**src/rtl/dwsd_pkg.sv**
```systemverilog
package dwsd_pkg;

  // Readout word width
  localparam int unsigned DATA_WORD_BITS = 16;

  // Header counter store
  localparam int unsigned NUM_COUNTERS = 9;
  localparam int unsigned CNT_ADDR_W   = $clog2(NUM_COUNTERS);
  localparam int unsigned CNT_W        = 32;

  // Timestamp
  localparam int unsigned STAMP_W = 48;
  localparam int unsigned HIGH_W  = 32;

  // Configuration registers
  localparam int unsigned CFG_IDX_W  = 1;
  localparam int unsigned CFG_DATA_W = 16;
  localparam logic [CFG_IDX_W-1:0] REG_WIDE_DATA_MODE = 1'd0;
  localparam logic [CFG_IDX_W-1:0] REG_DATA_WORD_LIMIT = 1'd1;
  localparam logic [15:0] LIMIT_RESET = 16'd64000;

  // Header codes
  localparam logic [15:0] CODE_DATA_HDR  = 16'h8001;
  localparam logic [15:0] CODE_EXT_TRIG  = 16'h8002;
  localparam logic [15:0] CODE_DATA_EXT  = 16'h8003;
  localparam logic [15:0] CODE_INT_TRIG  = 16'h8004;
  localparam logic [15:0] CODE_RESET     = 16'h8008;
  localparam logic [15:0] CODE_CAL       = 16'h8010;
  localparam logic [15:0] CODE_TBM_RESET = 16'h8020;
  localparam logic [15:0] CODE_INFO      = 16'h8040;
  localparam logic [15:0] CODE_OVERFLOW  = 16'h8080;
  localparam logic [15:0] CODE_DATA_VAR  = 16'h8081;

  typedef enum logic [3:0] {
    K_DATA_HDR  = 4'd0,
    K_EXT_TRIG  = 4'd1,
    K_INT_TRIG  = 4'd2,
    K_RESET     = 4'd3,
    K_CAL       = 4'd4,
    K_TBM_RESET = 4'd5,
    K_DATA_EXT  = 4'd6,
    K_INFO      = 4'd7,
    K_OVERFLOW  = 4'd8,
    K_UNKNOWN   = 4'd9,
    K_DATA_VAR  = 4'd10,
    K_STAMP     = 4'd11,
    K_DATA_KEPT = 4'd12,
    K_DATA_DROP = 4'd13
  } word_kind_e;

  typedef enum logic [2:0] {
    PH_HEADER = 3'b001,
    PH_STAMP  = 3'b010,
    PH_DATA   = 3'b100
  } phase_e;

  // Result fields except the counter value
  typedef struct packed {
    word_kind_e           word_kind;
    logic [11:0]          data_value;
    logic [15:0]          data_index;
    logic                 time_valid;
    logic [STAMP_W-1:0]   time_stamp;
    logic [STAMP_W-1:0]   time_delta;
    logic                 run_closed;
    logic [15:0]          run_length;
    logic                 truncated;
  } result_t;

  function automatic word_kind_e classify(input logic [15:0] w);
    word_kind_e k;
    case (w)
      CODE_DATA_HDR:  k = K_DATA_HDR;
      CODE_EXT_TRIG:  k = K_EXT_TRIG;
      CODE_INT_TRIG:  k = K_INT_TRIG;
      CODE_RESET:     k = K_RESET;
      CODE_CAL:       k = K_CAL;
      CODE_TBM_RESET: k = K_TBM_RESET;
      CODE_DATA_EXT:  k = K_DATA_EXT;
      CODE_INFO:      k = K_INFO;
      CODE_OVERFLOW:  k = K_OVERFLOW;
      CODE_DATA_VAR:  k = K_DATA_VAR;
      default:        k = K_UNKNOWN;
    endcase
    return k;
  endfunction

endpackage

```
**src/rtl/daq_word_stream_deframer.sv**
```systemverilog
// Readout word stream deframer.
// Input channel (in_valid_i/in_ready_o) takes one 16-bit readout word per item
// with an end-of-buffer flag. Output channel (out_valid_o/out_ready_i) gives
// one result item per input item, in order: word kind, updated header count,
// masked data value and index, assembled timestamp and delta, run close
// information and a truncation flag.
// Configuration channel (cfg_valid_i/cfg_ready_o) writes the data width mode
// (index 0) or the per-run data word limit (index 1); always ready, and only
// to be used while no item is in flight.
// An accepted item passes through stage 1 and then the output register, where
// out_valid_o rises. Throughput is one item per cycle while the receiver does
// not stall: the header counters sit in a 9-entry synchronous memory, read at
// accept and written back when the item leaves stage 1, with a bypass for a
// counter hit by two items in a row.
// Reset clears all parse state, the counters (through per-entry valid bits)
// and restores the configuration defaults; no clearing pass is needed.
// When the receiver stalls, the output register and the one stage behind it
// fill, then in_ready_o drops; no item is lost or repeated.
module daq_word_stream_deframer (
  input  logic                                 clk_i,
  input  logic                                 rst_ni,
  // Configuration
  input  logic                                 cfg_valid_i,
  output logic                                 cfg_ready_o,
  input  logic [dwsd_pkg::CFG_IDX_W-1:0]       cfg_index_i,
  input  logic [dwsd_pkg::CFG_DATA_W-1:0]      cfg_data_i,
  // Input items
  input  logic                                 in_valid_i,
  output logic                                 in_ready_o,
  input  logic [dwsd_pkg::DATA_WORD_BITS-1:0]  stream_word_i,
  input  logic                                 end_of_buffer_i,
  // Result items
  output logic                                 out_valid_o,
  input  logic                                 out_ready_i,
  output logic [3:0]                           word_kind_o,
  output logic [dwsd_pkg::CNT_W-1:0]           kind_count_o,
  output logic [11:0]                          data_value_o,
  output logic [15:0]                          data_index_o,
  output logic                                 time_valid_o,
  output logic [dwsd_pkg::STAMP_W-1:0]         time_stamp_o,
  output logic [dwsd_pkg::STAMP_W-1:0]         time_delta_o,
  output logic                                 run_closed_o,
  output logic [15:0]                          run_length_o,
  output logic                                 truncated_o
);
  import dwsd_pkg::*;

  // Configuration registers
  logic        wide_mode_q;
  logic [15:0] limit_q;

  // Parse state
  phase_e              phase_q, phase_d;
  logic [1:0]          seen_q, seen_d;
  logic [HIGH_W-1:0]   high_q, high_d;
  logic                frame_data_q, frame_data_d;
  logic [15:0]         dcount_q, dcount_d;
  logic [STAMP_W-1:0]  prev_time_q, prev_time_d;

  // Pipeline stage and output register
  logic                   s1_valid_q;
  logic                   s1_counted_q;
  logic [CNT_ADDR_W-1:0]  s1_addr_q;
  result_t                s1_res_q;
  logic                   out_valid_q;
  result_t                out_res_q;
  logic [CNT_W-1:0]       out_count_q;

  // Counter memory
  logic [CNT_W-1:0]       cnt_mem [NUM_COUNTERS];
  logic [NUM_COUNTERS-1:0] cnt_vld_q;
  logic [CNT_W-1:0]       rd_data_q;
  logic                   rd_vld_q;
  logic [CNT_ADDR_W-1:0]  rd_addr;
  logic                   fwd_valid_q;
  logic [CNT_ADDR_W-1:0]  fwd_addr_q;
  logic [CNT_W-1:0]       fwd_data_q;

  logic       accept;
  logic       s1_adv;
  logic       cnt_wr;
  logic [CNT_W-1:0] cnt_old;
  logic [CNT_W-1:0] cnt_new;

  // Stage 0 results
  result_t              res;
  logic                 counted;
  logic [CNT_ADDR_W-1:0] new_addr;
  logic                 as_header;
  word_kind_e           hdr_kind;
  logic [STAMP_W-1:0]   stamp_full;

  assign cfg_ready_o = 1'b1;
  assign s1_adv      = s1_valid_q && (!out_valid_q || out_ready_i);
  assign in_ready_o  = !s1_valid_q || s1_adv;
  assign accept      = in_valid_i && in_ready_o;

  // Configuration writes
  always_ff @(posedge clk_i or negedge rst_ni) begin
    if (!rst_ni) begin
      wide_mode_q <= 1'b1;
      limit_q     <= LIMIT_RESET;
    end else if (cfg_valid_i) begin
      case (cfg_index_i)
        REG_WIDE_DATA_MODE:  wide_mode_q <= cfg_data_i[0];
        REG_DATA_WORD_LIMIT: limit_q <= cfg_data_i;
        default: ;
      endcase
    end
  end

  // Word decode and parse state update
  always_comb begin
    res          = '0;
    res.word_kind = K_UNKNOWN;
    counted      = 1'b0;
    as_header    = 1'b0;
    phase_d      = phase_q;
    seen_d       = seen_q;
    high_d       = high_q;
    frame_data_d = frame_data_q;
    dcount_d     = dcount_q;
    prev_time_d  = prev_time_q;
    hdr_kind     = classify(stream_word_i);
    stamp_full   = {high_q, stream_word_i};

    case (phase_q)
      PH_DATA: begin
        if (stream_word_i == CODE_RESET || stream_word_i == CODE_INT_TRIG) begin
          res.run_closed = 1'b1;
          res.run_length = dcount_q;
          dcount_d       = '0;
          as_header      = 1'b1;
        end else begin
          if (dcount_q < limit_q) begin
            res.word_kind  = K_DATA_KEPT;
            res.data_value = wide_mode_q ? stream_word_i[11:0]
                                         : {8'h00, stream_word_i[3:0]};
            res.data_index = dcount_q;
            dcount_d       = dcount_q + 16'd1;
          end else begin
            res.word_kind = K_DATA_DROP;
          end
          if (end_of_buffer_i) begin
            res.run_closed = 1'b1;
            res.run_length = dcount_d;
          end
        end
      end
      PH_STAMP: begin
        res.word_kind = K_STAMP;
        if (seen_q < 2'd2) begin
          high_d = {high_q[HIGH_W-17:0], stream_word_i};
          seen_d = seen_q + 2'd1;
          res.truncated = end_of_buffer_i;
        end else begin
          res.time_valid = 1'b1;
          res.time_stamp = stamp_full;
          res.time_delta = stamp_full - prev_time_q;
          prev_time_d    = stamp_full;
          seen_d         = '0;
          high_d         = '0;
          dcount_d       = '0;
          if (frame_data_q) begin
            phase_d = PH_DATA;
            res.run_closed = end_of_buffer_i;
          end else begin
            phase_d = PH_HEADER;
          end
        end
      end
      default: begin
        as_header = 1'b1;
      end
    endcase

    // Header classification, also for run terminators
    if (as_header) begin
      res.word_kind = hdr_kind;
      counted = (hdr_kind != K_UNKNOWN) && (hdr_kind != K_DATA_VAR);
      if (hdr_kind != K_UNKNOWN && hdr_kind != K_INFO && hdr_kind != K_OVERFLOW) begin
        phase_d       = PH_STAMP;
        seen_d        = '0;
        high_d        = '0;
        frame_data_d  = (hdr_kind == K_DATA_HDR) || (hdr_kind == K_DATA_VAR);
        res.truncated = end_of_buffer_i;
      end else begin
        phase_d = PH_HEADER;
      end
    end

    // Buffer end drops any partial frame
    if (end_of_buffer_i) begin
      phase_d      = PH_HEADER;
      seen_d       = '0;
      high_d       = '0;
      frame_data_d = 1'b0;
      dcount_d     = '0;
    end
  end

  assign new_addr = counted ? hdr_kind[CNT_ADDR_W-1:0] : '0;

  always_ff @(posedge clk_i or negedge rst_ni) begin
    if (!rst_ni) begin
      phase_q      <= PH_HEADER;
      seen_q       <= '0;
      high_q       <= '0;
      frame_data_q <= 1'b0;
      dcount_q     <= '0;
      prev_time_q  <= '0;
    end else if (accept) begin
      phase_q      <= phase_d;
      seen_q       <= seen_d;
      high_q       <= high_d;
      frame_data_q <= frame_data_d;
      dcount_q     <= dcount_d;
      prev_time_q  <= prev_time_d;
    end
  end

  // Stage 1: counter read in flight
  always_ff @(posedge clk_i or negedge rst_ni) begin
    if (!rst_ni) begin
      s1_valid_q <= 1'b0;
    end else if (accept) begin
      s1_valid_q <= 1'b1;
    end else if (s1_adv) begin
      s1_valid_q <= 1'b0;
    end
  end

  always_ff @(posedge clk_i) begin
    if (accept) begin
      s1_counted_q <= counted;
      s1_addr_q    <= new_addr;
      s1_res_q     <= res;
    end
  end

  // Read address: new item, or re-read while the stage is held
  assign rd_addr = accept ? new_addr : s1_addr_q;

  always_ff @(posedge clk_i) begin
    rd_data_q <= cnt_mem[rd_addr];
    if (cnt_wr) begin
      cnt_mem[s1_addr_q] <= cnt_new;
    end
  end

  always_ff @(posedge clk_i or negedge rst_ni) begin
    if (!rst_ni) begin
      cnt_vld_q <= '0;
      rd_vld_q  <= 1'b0;
    end else begin
      rd_vld_q <= cnt_vld_q[rd_addr];
      if (cnt_wr) begin
        cnt_vld_q[s1_addr_q] <= 1'b1;
      end
    end
  end

  // Increment with bypass of last cycle's write
  always_comb begin
    if (fwd_valid_q && fwd_addr_q == s1_addr_q) begin
      cnt_old = fwd_data_q;
    end else if (rd_vld_q) begin
      cnt_old = rd_data_q;
    end else begin
      cnt_old = '0;
    end
    cnt_new = cnt_old + 32'd1;
  end

  assign cnt_wr = s1_adv && s1_counted_q;

  always_ff @(posedge clk_i or negedge rst_ni) begin
    if (!rst_ni) begin
      fwd_valid_q <= 1'b0;
    end else begin
      fwd_valid_q <= cnt_wr;
    end
  end

  always_ff @(posedge clk_i) begin
    if (cnt_wr) begin
      fwd_addr_q <= s1_addr_q;
      fwd_data_q <= cnt_new;
    end
  end

  // Output register
  always_ff @(posedge clk_i or negedge rst_ni) begin
    if (!rst_ni) begin
      out_valid_q <= 1'b0;
    end else if (s1_adv) begin
      out_valid_q <= 1'b1;
    end else if (out_ready_i) begin
      out_valid_q <= 1'b0;
    end
  end

  always_ff @(posedge clk_i) begin
    if (s1_adv) begin
      out_res_q   <= s1_res_q;
      out_count_q <= s1_counted_q ? cnt_new : '0;
    end
  end

  assign out_valid_o  = out_valid_q;
  assign word_kind_o  = out_res_q.word_kind;
  assign kind_count_o = out_count_q;
  assign data_value_o = out_res_q.data_value;
  assign data_index_o = out_res_q.data_index;
  assign time_valid_o = out_res_q.time_valid;
  assign time_stamp_o = out_res_q.time_stamp;
  assign time_delta_o = out_res_q.time_delta;
  assign run_closed_o = out_res_q.run_closed;
  assign run_length_o = out_res_q.run_length;
  assign truncated_o  = out_res_q.truncated;

endmodule
```
**config.mk**
```make
export PLATFORM = sky130hd
export DESIGN_NAME = daq_word_stream_deframer
export DESIGN_NICKNAME = d
export VERILOG_FILES = /design/src/rtl/dwsd_pkg.sv /design/src/rtl/daq_word_stream_deframer.sv
export SDC_FILE = /design/constraint.sdc
export NUM_CORES = 1
export LEC_CHECK = 0
export BUFFER_PORTS_ARGS = -buffer_cell sky130_fd_sc_hd__buf_2
export CORE_MARGIN = 3
export CORE_UTILIZATION = 25
export DETAILED_ROUTE_END_ITERATION = 16
export PLACE_DENSITY = 0.4
export SLEW_MARGIN = 30
export SYNTH_ARGS = -nofsm -noshare
export SYNTH_HDL_FRONTEND = slang
export SYNTH_SLANG_ARGS = --single-unit
```
**constraint.sdc**
```tcl
create_clock -name clk_i -period 24.6 [get_ports clk_i]
set_clock_uncertainty 0.2 [all_clocks]
set_input_delay 1.23 -clock clk_i [delete_from_list [all_inputs] [get_ports clk_i]]
set_output_delay 1.23 -clock clk_i [all_outputs]
set_load 0.02 [all_outputs]
```
==> impl_metrics.env <==
export IMPL_outcome="finished clean"
export IMPL_power_density_mw_per_mm2=80.4
export IMPL_drv_cap=0
export IMPL_p_int_mw=2.50
export IMPL_worstMarginPinSlew_ns=0.970
export IMPL_cp_start_kind="primary input"
export IMPL_wire_per_inst_um=21.2
export IMPL_postSynthCellCount=2341
export IMPL_vias=20458
export IMPL_finalCritPeriodShare_pct=21.9
export IMPL_htreeDepth=3
export IMPL_globalRouteOverflowTotal=0
export IMPL_cp_num_buf_inv=3
export IMPL_via_per_inst=4.64
export IMPL_rows=133
export IMPL_start_util_pct=25.4
export IMPL_grt_usage_pct=13.2
export IMPL_grt_start_max_net_pins=140
export IMPL_clkTransAtPathRegs_ns=0.06
export IMPL_p_leak_nw=15.1
export IMPL_switching_power_mw=0.738
export IMPL_die_area_mm2=0.139
export IMPL_synth_edf_count=651
export IMPL_ys_seq_area_share_pct=70.2
export IMPL_ir_drop_mv=0.0579
export IMPL_ant_nets=0
export IMPL_nets=2672
export IMPL_worst_ep_required_time_ns=24.99
export IMPL_fp_dieW_um=373
export IMPL_post_cts_setup_buffers=0
export IMPL_layoutNonFillerInstCount=4409
export IMPL_numClockSinks=819
export IMPL_clock_path_buffers=3
export IMPL_post_route_util_pct=30.4
export IMPL_combPwrFrac_pct=5.2
export IMPL_swShare_pct=22.8
export IMPL_synthToLayoutAreaGrowth_pct=19.7
export IMPL_hpwl_mm=57.4
export IMPL_arrival_ns=5.78
export IMPL_numCtsBuffers=97
export IMPL_cts_resized=0
export IMPL_path_max_fanout=71
export IMPL_min_period_ns=5.39
export IMPL_finalHoldViolCount=0
export IMPL_slew_headroom_pct=35.4
export IMPL_max_stage_delay_ns=0.89
export IMPL_fmax_mhz=186
export IMPL_clock_power_share_pct=46.1
export IMPL_drc=0
export IMPL_synth_seq_cells=819
export IMPL_ys_warn_count=0
export IMPL_core_mm2=0.132
export IMPL_drt_total_wl_mm=93.6
export IMPL_seq_power_share_pct=48.7
export IMPL_finalSetupTns_ns=0
export IMPL_cp_end_kind="register"
export IMPL_die_y_um=373
export IMPL_async_flop_share_pct=16.1
export IMPL_port_buffers=219
export IMPL_grt_setup_unrepaired="no"
export IMPL_synth_area_mm2=0.0336
export IMPL_synth_nets=2445
export IMPL_grt_pass1_wl_mm=141
export IMPL_layout_drive_gt1_share_pct=20.4
export IMPL_critPathTopFamily="simple AND/OR/NAND/NOR gates"
export IMPL_worstSetupPathType="primary input to register"
export IMPL_io_pins=221
export IMPL_hold_buffers=0
export IMPL_place_gp_congestion=0.800
export IMPL_antenna_found_initial=8
export IMPL_drv_slew=0
export IMPL_clk_latency_ns=0.70
export IMPL_setup_viol=0
export IMPL_ys_flop_type="edfxtp_1"
export IMPL_dp_cells=4223
export IMPL_firstDrtPassIters=5
export IMPL_hold_class="register to register"
export IMPL_cts_tree="yes"
export IMPL_path_cells="buf_2 > nor4b_1 > buf_4 > nand2_1 > nor3_2 > o211ai_1 > o21ai_4 > buf_4 > or2_4 > o22ai_1 > a211oi_1 > a31oi_1 > o21ai_0"
export IMPL_crit_top_cell="buf_4"
export IMPL_root_buffer="clkbuf_16"
export IMPL_yosysUniqueCellTypes=81
export IMPL_crit_path_top_delay_cell="or2_4"
export IMPL_first_iter_violations=1407
export IMPL_first_global_vias=21161
export IMPL_postSynthAreaPerCell_um2=14.4
power groups by stage:
stage	combinational (mW)	clock [mW]	sequential, mW
6_report	0.167	1.49	1.58
5_1_grt	0.184	1.60	1.58
4_1_cts	0.172	1.55	1.58
3_5_place_dp	0.171	0	1.61
3_3_place_gp	0.169	0	1.61
2_1_floorplan	0.0745	0	1.63
flip-flops by register name, indices dropped and copies added (netlist names), 2 cells and up:
name          cells
high_q           32
prev_time_q      48
phase_q           3
seen_q            2
s1_addr_q         4
fwd_data_q       32
data_index_o     16
data_value_o     12
dcount_q         16
cnt_mem         288
word_kind_o       4
cnt_vld_q         9
time_delta_o     48
kind_count_o     32
run_length_o     16
time_stamp_o     48
fwd_addr_q        4
rd_data_q        32
limit_q          16
s1_res_q        147
area by class of cell:
cell class / instances / area [um2]
Multi-Input combinational cell: 1311 / 9380
Tap cell: 1755 / 2200
Sequential cell: 819 / 23600
Clock inverter: 60 / 744
Inverter: 84 / 320
Fill cell: 13300 / 92200
Antenna cell: 2 / 5.00
Timing Repair Buffer: 255 / 1410
Clock buffer: 123 / 2620
cell families after synthesis:
kind of cell / Yosys count / share of synthesized area [%]
flops: 819 / 70.2
compound gates: 516 / 10.4
simple gates: 516 / 8.22
buf+inv: 211 / 2.48
other cells: 1 / 0.0112
fa+ha+maj: 65 / 2.44
mux: 139 / 4.40
xor+xnor: 74 / 1.93
synthesized netlist by cell type (8+ instances only):
library cell / count / area (um2)
mux2i_1: 72 / 721
o31ai_1: 8 / 60.1
a211oi_1: 67 / 503
o21bai_1: 8 / 60.1
clkbuf_1: 100 / 375
nand2_1: 93 / 349
dfstp_2: 8 / 210
a31oi_1: 44 / 275
nor3_1: 21 / 105
or3_1: 9 / 56.3
ha_1: 64 / 801
o22ai_1: 65 / 407
xnor2_1: 43 / 377
and3_1: 108 / 676
a41oi_1: 10 / 87.6
o21ai_0: 70 / 350
inv_1: 83 / 312
dfxtp_1: 36 / 721
nor2_1: 101 / 379
a22o_1: 34 / 298
buf_2: 20 / 100
nand3_1: 37 / 185
mux2_2: 66 / 743
or2_2: 15 / 93.8
a21o_1: 47 / 353
a21oi_1: 92 / 460
nor2b_1: 10 / 62.6
xor2_1: 31 / 272
nand2b_1: 14 / 87.6
nor4_1: 9 / 56.3
dfrtp_1: 124 / 3100
and2_1: 49 / 307
nand4_1: 19 / 119
edfxtp_1: 651 / 19500
a211o_1: 36 / 315
worst paths after layout:
path / startpoint / end / slack (ns) / cells past startpoint
worst max-delay path: stream_word_i[12] / rd_data_q[30] / 19.21 / 13
worst min-delay path: s1_res_q[24] / time_delta_o[6] / 0.20 / 0
worst max register to register: s1_addr_q[0] / kind_count_o[28] / 19.66 / 11
worst min register to register: s1_res_q[24] / time_delta_o[6] / 0.20 / 0
max in group asynchronous: rst_ni / rd_vld_q / 22.30 / 2
min in group asynchronous: rst_ni / limit_q[3] / 0.37 / 1
per-layer routing:
metal  GRT usage (%)  up-vias  part of all wire (%)
met3            2.34      149                   4.3
li1                -     9422                     -
met2            21.4      513                    47
met5               0        -                     0
met1            18.0    10374                    46
met4            4.22        0                   2.6
placed cells by master (no fill, tap or decap), types with 36 or more instances in the layout:
master,n
edfxtp_1,651
buf_2,218
dfrtp_1,123
and3_1,108
clkbuf_16,98
nor2_1,94
a21oi_1,92
nand2_1,91
inv_1,83
mux2i_1,72
o21ai_0,70
a211oi_1,67
mux2_2,66
o22ai_1,65
ha_1,64
and2_1,47
a21o_1,47
a31oi_1,44
xnor2_1,39
nand3_1,37
a211o_1,36
dfxtp_1,36
worst reg2reg max path, stage by stage (launching register included):
cell	delay [ns]
dfxtp_1	0.56
nand2b_1	0.21
o2111ai_4	0.18
or3_2	0.45
buf_4	0.30
mux2i_1	0.25
or3_1	0.50
or4_4	0.55
nor4_4	0.50
nand2_1	0.14
xor2_1	0.70
and2_1	0.24
metrics by stage:
stage | hold WS, ns | setup WS (ns) | power, mW | area, um2
floorplan | 0.200 | 14.59 | 1.70 | 33600
CTS | 0.202 | 19.04 | 3.30 | 40200
finish | 0.197 | 19.21 | 3.24 | 40200
global route | 0.217 | 18.84 | 3.37 | 40200
detailed placement | 0.205 | 18.30 | 1.78 | 36800
global placement | 0.203 | 18.39 | 1.77 | 36800
No activity file was read; power rests on OpenSTA's default activity.
